[config.mk]
export PLATFORM = sky130hd
export DESIGN_NAME = variable_length_hamming_encoder
export DESIGN_NICKNAME = d
export VERILOG_FILES = /design/src/hdl/vlhe_pkg.sv /design/src/hdl/vlhe_front.sv /design/src/hdl/vlhe_queue.sv /design/src/hdl/vlhe_back.sv /design/src/hdl/variable_length_hamming_encoder.sv
export SDC_FILE = /design/constraint.sdc
export NUM_CORES = 1
export LEC_CHECK = 0
export BUFFER_PORTS_ARGS = -buffer_cell sky130_fd_sc_hd__clkbuf_2
export CORE_UTILIZATION = 30
export CTS_BUF_LIST = sky130_fd_sc_hd__clkbuf_8
export CTS_CLUSTER_SIZE = 40
export DETAILED_ROUTE_END_ITERATION = 8
export SKIP_CTS_REPAIR_TIMING = 1
export SLEW_MARGIN = 10
export SYNTH_ARGS = -nofsm -noshare
export SYNTH_HDL_FRONTEND = slang
export SYNTH_HIERARCHICAL = 1
export SYNTH_SLANG_ARGS = --single-unit
export TNS_END_PERCENT = 5
[constraint.sdc]
create_clock -name clk -period 4.7 [get_ports clk]
set_clock_uncertainty 0.15 [all_clocks]
set_input_delay 0.94 -clock clk [delete_from_list [all_inputs] [get_ports clk]]
set_output_delay 0.94 -clock clk [all_outputs]
set_load 0.005 [all_outputs]
[src/hdl/vlhe_pkg.sv]
// ----------------------------------------------------------------------------
// vlhe_pkg
// Shared widths, item type and parity helpers of the variable length
// Hamming encoder.
// ----------------------------------------------------------------------------
`default_nettype none

package vlhe_pkg;

  // field widths
  localparam int MAX_DATA_BITS = 57;
  localparam int DATA_W        = 57;
  localparam int LEN_W         = 6;
  localparam int PAR_W         = 3;
  localparam int CW_W          = 63;
  localparam int PARITY_MAX    = 6;

  // queue between front and back
  localparam int QUEUE_DEPTH = 2;
  localparam int QPTR_W      = (QUEUE_DEPTH > 1) ? $clog2(QUEUE_DEPTH) : 1;
  localparam int QCNT_W      = $clog2(QUEUE_DEPTH + 1);

  // classified request: masked data plus code geometry
  typedef struct packed {
    logic [DATA_W-1:0] data;
    logic [LEN_W-1:0]  code_length;
    logic [PAR_W-1:0]  parity_count;
  } item_t;

  // positions covered by parity bit i (position p+1 sits at bit p)
  function automatic logic [CW_W-1:0] parity_mask(input int i);
    logic [CW_W-1:0] mask;
    int              pos;
    mask = '0;
    for (int p = 0; p < CW_W; p++) begin
      pos     = p + 1;
      mask[p] = pos[i];
    end
    return mask;
  endfunction

  // true when every parity group of the word holds an even count of ones
  function automatic logic syndrome_clear(input logic [CW_W-1:0] cw);
    logic ok;
    ok = 1'b1;
    for (int i = 0; i < PARITY_MAX; i++) begin
      if (^(cw & parity_mask(i))) begin
        ok = 1'b0;
      end
    end
    return ok;
  endfunction

endpackage

`default_nettype wire

[src/hdl/vlhe_front.sv]
// ----------------------------------------------------------------------------
// vlhe_front
// Accepts requests, saturates the length, finds the parity count and code
// length, and masks unused data bits into a registered stage.
// ----------------------------------------------------------------------------
`default_nettype none

module vlhe_front (
  input  wire logic                         clk,
  input  wire logic                         rst,
  input  wire logic                         push,
  output logic                              full,
  input  wire logic [vlhe_pkg::DATA_W-1:0]  data_bits,
  input  wire logic [vlhe_pkg::LEN_W-1:0]   data_length,
  output logic                              out_valid,
  input  wire logic                         out_ready,
  output vlhe_pkg::item_t                   out_item
);

  logic                        valid;
  vlhe_pkg::item_t             item;
  vlhe_pkg::item_t             cls;
  logic [vlhe_pkg::LEN_W-1:0]  m_sat;
  logic [vlhe_pkg::PAR_W-1:0]  r;

  // stage is blocked only while it holds a request the queue refuses
  assign full      = valid && !out_ready;
  assign out_valid = valid;
  assign out_item  = item;

  // length saturation
  assign m_sat = (data_length > vlhe_pkg::LEN_W'(vlhe_pkg::MAX_DATA_BITS))
                 ? vlhe_pkg::LEN_W'(vlhe_pkg::MAX_DATA_BITS) : data_length;

  // least r with 2^r >= m + r + 1
  always_comb begin
    case (m_sat) inside
      6'd0:          r = 3'd0;
      6'd1:          r = 3'd2;
      [6'd2:6'd4]:   r = 3'd3;
      [6'd5:6'd11]:  r = 3'd4;
      [6'd12:6'd26]: r = 3'd5;
      default:       r = 3'd6;
    endcase
  end

  // classified request with stray data bits cleared
  always_comb begin
    for (int k = 0; k < vlhe_pkg::DATA_W; k++) begin
      cls.data[k] = data_bits[k] && (vlhe_pkg::LEN_W'(k) < m_sat);
    end
    cls.code_length  = m_sat + {{(vlhe_pkg::LEN_W-vlhe_pkg::PAR_W){1'b0}}, r};
    cls.parity_count = r;
  end

  // stage register
  always_ff @(posedge clk) begin
    if (rst) begin
      valid <= 1'b0;
    end else if (!full) begin
      valid <= push;
    end
    if (push && !full) begin
      item <= cls;
    end
  end

endmodule

`default_nettype wire

[src/hdl/vlhe_queue.sv]
// ----------------------------------------------------------------------------
// vlhe_queue
// Short queue of classified requests between the front and the back.
// ----------------------------------------------------------------------------
`default_nettype none

module vlhe_queue (
  input  wire logic            clk,
  input  wire logic            rst,
  input  wire logic            in_valid,
  output logic                 in_ready,
  input  wire vlhe_pkg::item_t in_item,
  output logic                 out_valid,
  input  wire logic            out_ready,
  output vlhe_pkg::item_t      out_item
);

  vlhe_pkg::item_t              mem [vlhe_pkg::QUEUE_DEPTH];
  logic [vlhe_pkg::QPTR_W-1:0]  wr_ptr;
  logic [vlhe_pkg::QPTR_W-1:0]  rd_ptr;
  logic [vlhe_pkg::QCNT_W-1:0]  count;
  logic                         wr_en;
  logic                         rd_en;

  assign in_ready  = count != vlhe_pkg::QCNT_W'(vlhe_pkg::QUEUE_DEPTH);
  assign out_valid = count != '0;
  assign out_item  = mem[rd_ptr];
  assign wr_en     = in_valid && in_ready;
  assign rd_en     = out_valid && out_ready;

  // storage
  always_ff @(posedge clk) begin
    if (wr_en) begin
      mem[wr_ptr] <= in_item;
    end
  end

  // pointers and fill count
  always_ff @(posedge clk) begin
    if (rst) begin
      wr_ptr <= '0;
      rd_ptr <= '0;
      count  <= '0;
    end else begin
      if (wr_en) begin
        wr_ptr <= (wr_ptr == vlhe_pkg::QPTR_W'(vlhe_pkg::QUEUE_DEPTH - 1))
                  ? '0 : wr_ptr + 1'b1;
      end
      if (rd_en) begin
        rd_ptr <= (rd_ptr == vlhe_pkg::QPTR_W'(vlhe_pkg::QUEUE_DEPTH - 1))
                  ? '0 : rd_ptr + 1'b1;
      end
      if (wr_en && !rd_en) begin
        count <= count + 1'b1;
      end else if (rd_en && !wr_en) begin
        count <= count - 1'b1;
      end
    end
  end

endmodule

`default_nettype wire

[src/hdl/vlhe_back.sv]
// ----------------------------------------------------------------------------
// vlhe_back
// Scatters data bits into the codeword, adds the parity bits and holds the
// result in the output register.
// ----------------------------------------------------------------------------
`default_nettype none

module vlhe_back (
  input  wire logic                        clk,
  input  wire logic                        rst,
  input  wire logic                        in_valid,
  output logic                             in_ready,
  input  wire vlhe_pkg::item_t             in_item,
  output logic                             empty,
  input  wire logic                        pop,
  output logic [vlhe_pkg::CW_W-1:0]        codeword,
  output logic [vlhe_pkg::LEN_W-1:0]       code_length,
  output logic [vlhe_pkg::PAR_W-1:0]       parity_count
);

  logic                        valid;
  logic [vlhe_pkg::CW_W-1:0]   cw;
  logic [vlhe_pkg::LEN_W-1:0]  di;

  assign empty    = !valid;
  assign in_ready = !valid || pop;

  // data bits go to positions that are not powers of two, then parity
  always_comb begin
    di = '0;
    cw = '0;
    for (int p = 0; p < vlhe_pkg::CW_W; p++) begin
      if (((p + 1) & p) != 0) begin
        cw[p] = in_item.data[di];
        di    = di + 1'b1;
      end
    end
    for (int i = 0; i < vlhe_pkg::PARITY_MAX; i++) begin
      if (vlhe_pkg::PAR_W'(i) < in_item.parity_count) begin
        cw[(1 << i) - 1] = ^(cw & vlhe_pkg::parity_mask(i));
      end
    end
  end

  // output register
  always_ff @(posedge clk) begin
    if (rst) begin
      valid <= 1'b0;
    end else if (in_ready) begin
      valid <= in_valid;
    end
    if (in_ready && in_valid) begin
      codeword     <= cw;
      code_length  <= in_item.code_length;
      parity_count <= in_item.parity_count;
    end
  end

endmodule

`default_nettype wire

[src/hdl/variable_length_hamming_encoder.sv]
// ----------------------------------------------------------------------------
// variable_length_hamming_encoder
// Even parity Hamming encoder for data words of 0 to 57 bits.
// ----------------------------------------------------------------------------
// Input side is a queue write port: a request (data_bits, data_length) is
// taken at a rising edge with push high and full low. Lengths above 57 are
// treated as 57 and data bits at or above the length are ignored.
// Result side is a queue read port: while empty is low the oldest result
// (codeword, code_length, parity_count) is on the ports, and it is taken at
// a rising edge with pop high.
// A request passes a classify register, a two entry queue and the encoder
// output register, in that order, before its result is shown. One request
// per cycle is taken and one result per cycle delivered while pop keeps up
// with the results; the parity trees in the back stage are combinational.
// When pop stays low, results wait in place and up to four requests are
// held inside before full rises; it falls as soon as a result is taken.
// Reset empties every stage: empty is high and full is low after it.
// ----------------------------------------------------------------------------
`default_nettype none

module variable_length_hamming_encoder (
  input  wire logic                        clk,
  input  wire logic                        rst,
  input  wire logic                        push,
  output logic                             full,
  input  wire logic [vlhe_pkg::DATA_W-1:0] data_bits,
  input  wire logic [vlhe_pkg::LEN_W-1:0]  data_length,
  output logic                             empty,
  input  wire logic                        pop,
  output logic [vlhe_pkg::CW_W-1:0]        codeword,
  output logic [vlhe_pkg::LEN_W-1:0]       code_length,
  output logic [vlhe_pkg::PAR_W-1:0]       parity_count
);

  logic            front_valid;
  logic            front_ready;
  vlhe_pkg::item_t front_item;
  logic            queue_valid;
  logic            queue_ready;
  vlhe_pkg::item_t queue_item;

  // classify
  vlhe_front u_front (
    .clk         (clk),
    .rst         (rst),
    .push        (push),
    .full        (full),
    .data_bits   (data_bits),
    .data_length (data_length),
    .out_valid   (front_valid),
    .out_ready   (front_ready),
    .out_item    (front_item)
  );

  // decoupling queue
  vlhe_queue u_queue (
    .clk       (clk),
    .rst       (rst),
    .in_valid  (front_valid),
    .in_ready  (front_ready),
    .in_item   (front_item),
    .out_valid (queue_valid),
    .out_ready (queue_ready),
    .out_item  (queue_item)
  );

  // encode
  vlhe_back u_back (
    .clk          (clk),
    .rst          (rst),
    .in_valid     (queue_valid),
    .in_ready     (queue_ready),
    .in_item      (queue_item),
    .empty        (empty),
    .pop          (pop),
    .codeword     (codeword),
    .code_length  (code_length),
    .parity_count (parity_count)
  );

  // all stages are empty right after reset
  assert property (@(posedge clk) rst |=> empty && !full)
    else $error("stages not cleared by reset");

  // no codeword bit above the code length
  assert property (@(posedge clk) disable iff (rst)
    !empty |-> (codeword >> code_length) == '0)
    else $error("codeword bits set above code length");

  // every shown codeword has a clear syndrome
  assert property (@(posedge clk) disable iff (rst)
    !empty |-> vlhe_pkg::syndrome_clear(codeword))
    else $error("codeword parity check failed");

  // parity count covers the code length
  assert property (@(posedge clk) disable iff (rst)
    !empty |-> (7'd1 << parity_count) >= ({1'b0, code_length} + 7'd1))
    else $error("parity count too small for code length");

endmodule

`default_nettype wire
; ---- Yosys cells after proc, flatten, opt, wreduce, memory -nomap -nowiden
; Memories as Yosys holds them, arrays and structs flattened. A register that Yosys moved wholly into a read port is not among the register bits.
; Cells that the tools add are included.
[totals]
regBits = 144
ram_bits = 132
memories = 1
[mem_list]
columns = name, depth, word_bits, rd, rd_ports_with_merged_regs, wr, line
row1 = u_queue.mem, 2, 66, 1, 1, 1, vlhe_queue.sv:18  ; vlhe_pkg::item_t mem [vlhe_pkg::QUEUE_DEPTH];
[op_classes]
n_addsub = 5
n_lt_le_gt_ge = 70
eq_ne = 2
mux = 14
reduce_logical = 81
[op_table]
columns = cell, n
row1 = parity 63 bit, 6
row2 = "less-than comparator 6 bit, first input constant", 25
row3 = "less-than comparator 5 x 6 -> 1 bit, first input constant", 16
row4 = logical AND 1 bit, 66
row5 = "less-than comparator 4 x 6 -> 1 bit, first input constant", 8
row6 = "less-than comparator 3 x 6 -> 1 bit, first input constant", 4
row7 = "less-than comparator 1 x 6 -> 1 bit, first input constant", 2
row8 = "less-than comparator 2 x 6 -> 1 bit, first input constant", 2
row9 = two-way mux 3 bit, 4
row10 = adder 6 x 3 -> 6 bit, 1
row11 = "equality test 6 x 1 -> 1 bit, second input constant", 1
row12 = ">= comparator 6 x 2 -> 1 bit, second input constant", 1
row13 = ">= comparator 6 x 3 -> 1 bit, second input constant", 1
row14 = ">= comparator 6 x 4 -> 1 bit, second input constant", 1
row15 = "> comparator 6 bit, second input constant", 1
row16 = "less-or-equal comparator 6 x 3 -> 1 bit, second input constant", 1
row17 = "less-or-equal comparator 6 x 4 -> 1 bit, second input constant", 1
row18 = "less-or-equal comparator 6 x 5 -> 1 bit, second input constant", 1
row19 = zero test 6 bit, 1
row20 = "less-than comparator 1 x 3 -> 1 bit, first input constant", 2
row21 = "less-than comparator 2 x 3 -> 1 bit, first input constant", 2
row22 = "less-than comparator 3 bit, first input constant", 2
row23 = two-way mux 1 bit, 6
row24 = two-way mux 2 bit, 3
row25 = 8 further kinds, 14

; ---- Logic depth before layout (Yosys ltp)
; Gate-level depths: netlist of run 1.
[logic_depth]
ltp_word = 10
depth_mapped = 10
depth_no_buf = 9

; ---- Modules after synthesis
; The synthesis of run 1 kept the hierarchy.
[by_module_without_submodules]
columns = module, n_inst, cells_per_inst, area_each_um2, seq_area_each_um2
row1 = vlhe_queue, 1, 229, 4992.3, 4063.9
row2 = vlhe_back, 1, 176, 3357.0, 2182.1
row3 = vlhe_front, 1, 242, 3094.2, 2001.9

; ---- Least setup slack after synthesis of run 1
; No wires, ideal clock.
[synth_path]
kind = input-to-reg
startpoint = input port push
endpoint = register u_front.item, in the netlist u_front/out_item[0] (enable)
setup_time_ns = 0.498
arrival_ns = 3.840
required_time_ns = 4.052
setup_slack_ns = 0.212
path_stages = 1
path_buffers = 0
cell_sequence = nor2b_1
[synth_via]
elab_chain_cells = 1
[synth_rtl]
columns = item, line
row1 = "start, declared", variable_length_hamming_encoder.sv:24  ; input wire logic push,
row2 = logical AND 1 bit, vlhe_front.sv:63  ; if (push && !full) begin
row3 = "end signal, assigned", vlhe_front.sv:64  ; item <= cls;
row4 = "end, declared", vlhe_front.sv:21  ; vlhe_pkg::item_t item;
; Every way passes these cells.
; A chain may end at the register's enable or synchronous reset.

==> summary.txt, run 1 <==
Run status
  • Outcome: finished, final reports clean

Place
  • # port buffers: 140
  • GP Congestion: 0.789
  • Placed cells: 1,281
  • HPWL after DPL: between 15,000 and 20,000 µm
  • Worst slack, placed: 1.06 ns
  • Post-Place Cell Area: 12,700 µm²

Power
  • Leakage Power: roughly 5.0 nW
  • Clock share of power: 22.3%
  • Switch Pwr: approximately 2.7 mW
  • Comb power frac: a little under two fifths
  • Net Sw Frac: 30.5%
  • Seq pwr share: between 40% and 50%
  • Max VDD drop: 0.000560 V
  • Int Pwr: 6.15 mW
  • Power Density: 655 nW/µm²

Routing
  • Post-route DRC: 0
  • Post-route ant nets: 0
  • DR iter-0 viols: 458
  • Vias: 5,999
  • Routed wire length: 27,500 µm
  • Vias per Instance: 4.39
  • 1st-pass router iterations: 5
  • Wire per inst: 20.1 µm

Timing
  • Post-layout minimum cycle time: between 3 and 4 ns
  • Hold Fails Final Rpt: 0
  • Final max-slew violation count: 0
  • Setup TNS: 0 ns
  • RSZ-0062 raised after global routing: no
  • Final period utilization: 66.9%
  • Hold slack: 0.294 ns
  • Final setup fails: 0
  • Fin worst setup slack: 1.56 ns
  • Worst Max-Slew Pin Slew: 1.02 ns
  • Fmax: around 320 MHz
  • Slew headroom: 31.9%

CTS
  • Clk buf depth: 3
  • Htree depth: 2
  • Clock Sinks: around 280
  • Reg clk slew, reported paths: about 0.06 ns
  • Root Buffer: clkbuf_8
  • CTS buffer count: 46
  • TritonCTS clock tree: done
  • Clk_lat worst skew: ~0.56 ns

Setup path
  • Crit end category: flop
  • Critical Path Source Type: flop
  • Register-to-register setup slack: 1.56 ns
  • Setup crit end: u_back/codeword[0]
  • R2r worst-path depth: 7
  • Crit Path Class: reg -> reg
  • Critical path data arrival time: 3.39 ns
  • Maximum net fanout on the critical path: 66
  • Crit Reg-Reg Endpoint: u_back/codeword[0]
  • Critical Path RT: 4.95 ns

Die
  • FP Rows: 71
  • Die ar.: 38,900 µm²
  • Core box area: 37,600 µm²
  • Die Y: 197 µm
  • Initial Utilization: 30.5%
  • Chip width: 197 µm
  • IO Pins: ~140

Logic synthesis
  • Synth Warn #: 6
  • Top cells by count, synth: edfxtp_1 (270), mux2_2 (66), xnor2_1 (55)
  • Area contributors post-synth: edfxtp_1 (71%), mux2_2 (6.5%), xnor3_1 (4.3%)
  • Synth top area share: between 70% and 80%
  • Yosys top cell by area: edfxtp_1
  • Synth Net Count: 719
  • Distinct cells, synth: 52
  • Post-Syn Instances: between 600 and 700
  • Synth Register Bits: 277
  • Syn Area/Cell: 17.7 µm²
  • EDFF count, synth: 270
  • Share of flip-flops with an asynchronous set or reset: 0%
  • Post-Syn Area: around 11,000 µm²
  • Sequential share of the synthesized area: 72.1%
  • Top-count cell post-synth: edfxtp_1
  • Synth Flop Type: edfxtp_1

Layout
  • Area Growth Syn to Fin: 18.2%
  • Antenna Cells: 0
  • Share of post-route cells with drive strength above 1: between 30% and 40%
  • Final nets: 890
  • Post-Layout Cell Count: 1,367
  • Finished Cell Area: 13,500 µm²

Hold path
  • Worst hold path class: reg -> reg

Global route
  • Vias in the first global route: 6,296
  • Total GRT Usage: 14.2%
  • GRT overflow: 0
  • Initial antenna violation count: 0
  • Largest net degree at the start of global routing: 67
  • First-pass GRT wire length: 40,000 µm

Job
  • Max cap viols: 0
-- routing by layer --
| layer | vias up | part of all wire [%] | track usage, % |
|---|---|---|---|
| met2 | 224 | 48 | 23.0 |
| met1 | 2964 | 44 | 18.8 |
| met5 | - | 0 | 0 |
| met4 | 0 | 1.8 | 4.42 |
| met3 | 40 | 6.4 | 3.31 |
| li1 | 2771 | - | - |
-- state kept, by name, summed over array words and instances, names as in the netlist, named ones only --
name and flops:
u_queue/mem 132, u_front/out_item 66, u_back/codeword 63, u_back/code_length 6, u_back/parity_count 3, u_queue/count 2
u_back/valid 1, u_front/out_valid 1, u_queue/rd_ptr 1, u_queue/wr_ptr 1
-- per-stage QoR --
step	total power, mW	utilization, %
3_3_place_gp	6.94	33.7
5_1_grt	9.30	36.0
2_1_floorplan	5.93	-
6_report	8.86	36.0
3_5_place_dp	6.97	33.7
4_1_cts	8.98	36.0
-- cell type report --
type	count	area [µm²]
Clock buffer	49	674
Clock inverter	37	179
Fill cell	3580	24100
Inverter	9	33.8
Multi-Input combinational cell	338	2990
Sequential cell	277	8250
Tap cell	511	639
Timing Repair Buffer	146	758
-- cell families after synthesis --
group / Yosys count / share of synthesized area (%)
DFF: 277 / 72.1
xor gates and xnor gates: 94 / 10.2
muxes: 66 / 6.49
and+or+nand+nor: 100 / 4.53
adders and majority gates: 5 / 0.612
buffers and inverters: 32 / 1.87
AOI/OAI and AO/OA: 73 / 4.25
-- how the worst min path moves through the flow --
stage	start	end	slack (ns)	cells past startpoint
4_1_cts	u_front/out_item[48]	u_queue/mem[1][48]	0.28	0
6_report	u_front/out_item[48]	u_queue/mem[1][48]	0.29	0
2_1_floorplan	u_front/out_item[0]	u_queue/mem[0][0]	0.27	0
5_1_grt	u_front/out_item[16]	u_queue/mem[0][16]	0.30	0
3_5_place_dp	u_front/out_item[53]	u_queue/mem[1][53]	0.28	0
3_3_place_gp	u_front/out_item[17]	u_queue/mem[0][17]	0.27	0
-- cells in the final DEF, fill, tap and decap left out, drive strengths merged, types with 2 or more instances in the layout --
cell type | Yosys | layout
edfxtp | 270 | 270
clkbuf | 1 | 189
mux2 | 66 | 66
xnor2 | 56 | 56
a21oi | 27 | 27
nor2 | 26 | 26
nand2 | 25 | 25
inv | 9 | 24
xnor3 | 24 | 24
clkinv | 0 | 20
o21a | 16 | 16
xor2 | 14 | 14
and2 | 12 | 12
nor2b | 9 | 9
and3 | 8 | 8
o21ai | 8 | 8
dfxtp | 7 | 7
a21boi | 7 | 7
nand2b | 6 | 6
buf | 22 | 6
ha | 4 | 4
nor3 | 4 | 4
o211a | 3 | 3
or2 | 3 | 3
nand3 | 2 | 2
o21bai | 2 | 2
nor3b | 2 | 2
a31oi | 2 | 2
-- power by group through the flow --
stage | registers, mW | clock network [mW] | logic, mW
floorplan | 3.61 | 0 | 2.32
global placement | 3.62 | 0 | 3.32
detailed placement | 3.62 | 0 | 3.34
CTS | 3.58 | 2.05 | 3.36
global route | 3.61 | 2.14 | 3.55
finish | 3.56 | 1.97 | 3.32
-- critical path, cell delays in order, from the launching register on --
cell     delay [ns]
dfxtp_2        0.34
buf_12         0.33
mux2_2         0.45
xnor2_1        0.40
xnor3_1        0.47
xnor2_2        0.26
xnor3_1        0.45
nor2_1         0.12
Power figures use the tool's default switching activity.
==> inputs of run 2 (changes only) <==
==> constraint.sdc (replaced) <==
create_clock -name clk -period 3.2 [get_ports clk]
set_clock_uncertainty 0.15 [all_clocks]
set_input_delay 0.64 -clock clk [delete_from_list [all_inputs] [get_ports clk]]
set_output_delay 0.64 -clock clk [all_outputs]
set_load 0.005 [all_outputs]
==> run 2 against run 1 <==
Effect of this change:
- worst hold slack worse by 0.14 ns
- critical path depth unchanged
- maximum frequency increased by 7.1%
- clock-buffer cell count shrank 2
- critical path type unchanged
- highest routed layer unchanged
- die area unchanged
- routed wire length grew 3.1%
- register-to-register slack worse by 1.3 ns
- first-iteration DRC count is 17% lower
- combinational power is 43% higher
- critical endpoint is now u_back/codeword[7]
==> summary.txt, run 2 (same netlist as run 1, synthesis figures left out) <==
Run status
  • Outcome: finished, final reports clean

Layout
  • Finished Cell Area: between 10,000 and 15,000 µm²
  • Share of post-route cells with drive strength above 1: 35.3%
  • Largest register FFs: 132
  • Commonest non-fill, non-tap cell in the layout: edfxtp_1
  • Biggest register: u_queue/mem
  • Area Growth Syn to Fin: 20.3%
  • Most frequent cells in the layout: edfxtp_1 (270), clkbuf_2 (140), mux2_2 (66)
  • Post-Layout Cell Count: between 1,000 and 1,500
  • Antenna Cells: 0
  • Final nets: just over 900
  • Finished Core Util: a little over a third

Power
  • Seq pwr share: 40.6%
  • Max VDD drop: 0.000495 V
  • Comb power frac: 36.5%
  • Design Power: 13.0 mW
  • Int Pwr: 9.17 mW
  • Net Sw Frac: 29.6%
  • Power Density: about 950 nW/µm²
  • Clock share of power: 22.9%
  • Switch Pwr: 3.86 mW
  • Leakage Power: ~5.1 nW

Timing
  • Final period utilization: 91.7%
  • Final max-slew violation count: 0
  • Fmax: 341 MHz
  • Hold slack: 0.155 ns
  • RSZ-0062 raised after global routing: no
  • Final setup fails: 0
  • Setup TNS: 0 ns
  • Worst Max-Slew Pin Slew: 0.747 ns
  • Slew headroom: 50.2%
  • Hold Fails Final Rpt: 0
  • Post-layout minimum cycle time: 2.93 ns
  • Fin worst setup slack: between 0.2 and 0.3 ns

Die
  • Core box area: approximately 38,000 µm²
  • Die Y: 197 µm
  • IO Pins: 141
  • Chip width: 197 µm
  • Initial Utilization: 30.5%
  • Die ar.: 38,900 µm²
  • FP Rows: 71

Routing
  • Vias: 6,114
  • Post-route ant nets: 0
  • 1st-pass router iterations: 4
  • Wire per inst: between 20 and 25 µm
  • Routed wire length: 28,400 µm
  • Post-route DRC: 0
  • Vias per Instance: 4.40
  • DR iter-0 viols: 379

CTS
  • Clk buf depth: 3
  • Reg clk slew, reported paths: approximately 0.060 ns
  • Root Buffer: clkbuf_8
  • Clock Sinks: 277
  • TritonCTS clock tree: done
  • Htree depth: 2
  • CTS buffer count: 47
  • Clk_lat worst skew: 0.57 ns

Place
  • Placed cells: about 1,300
  • GP Congestion: a little under 0.8
  • HPWL after DPL: a little over 20,000 µm
  • # port buffers: 140
  • Worst slack, placed: around 0.21 ns
  • Post-Place Cell Area: 12,900 µm²

Global route
  • GRT overflow: 0
  • Largest net degree at the start of global routing: 67
  • Vias in the first global route: between 6,000 and 7,000
  • First-pass GRT wire length: about 40,000 µm
  • Total GRT Usage: 14.6%
  • Initial antenna violation count: 0

Setup path
  • Critical Path RT: 3.38 ns
  • Critical Path Source Type: flop
  • Crit Path Class: reg -> reg
  • Register-to-register setup slack: 0.27 ns
  • Crit end category: flop
  • Critical path data arrival time: ~3.1 ns
  • Maximum net fanout on the critical path: 42

Job
  • Max cap viols: 0

Hold path
  • Worst hold path class: in -> reg
run 2: changes by cell type in the layout (fill, tap and decap cells not counted), sizes merged:
cell,previous run,this run
inv,24,20
clkinv,20,24
clkinvlp,1,4
bufinv,1,2
clkbuf,189,187
buf,6,25
run 2: layer usage:
layer | vias to the layer above | share of wire (%) | global-route usage [%]
li1 | 2814 | - | -
met1 | 3031 | 45 | 20.3
met2 | 222 | 46 | 22.6
met3 | 47 | 6.5 | 3.30
met4 | 0 | 2.4 | 5.02
met5 | - | 0 | 0
run 2: worst max-delay path: stages, from the launching register on:
cell     delay, ns
dfxtp_2       0.39
buf_12        0.25
mux2_2        0.44
xnor2_1       0.32
xnor3_1       0.42
xnor3_1       0.36
xnor3_1       0.17
and2_1        0.15
run 2: power groups by stage:
stage	combinational, mW	sequential [mW]	clock, mW
after CTS	4.83	5.32	3.08
after detailed placement	4.77	5.39	0
after floorplan	3.41	5.29	0
after global placement	4.74	5.40	0
after global routing	5.07	5.37	3.21
final	4.75	5.29	2.98
run 2: cell type report:
class,count,area (µm²)
Fill cell,3579,23800
Sequential cell,277,8250
Multi-Input combinational cell,338,2990
Timing Repair Buffer,165,976
Clock buffer,47,647
Tap cell,511,639
Clock inverter,41,230
Inverter,9,33.8
run 2: path summary, 6_finish.rpt:
path                                          start                 end  depth (start not counted)
worst min register to register  u_front/out_item[2]   u_queue/mem[0][2]                          0
worst max register to register                 flop  u_back/codeword[7]                          7
worst max-delay path                           flop  u_back/codeword[7]                          7
worst min-delay path                           push   u_front/out_valid                          3
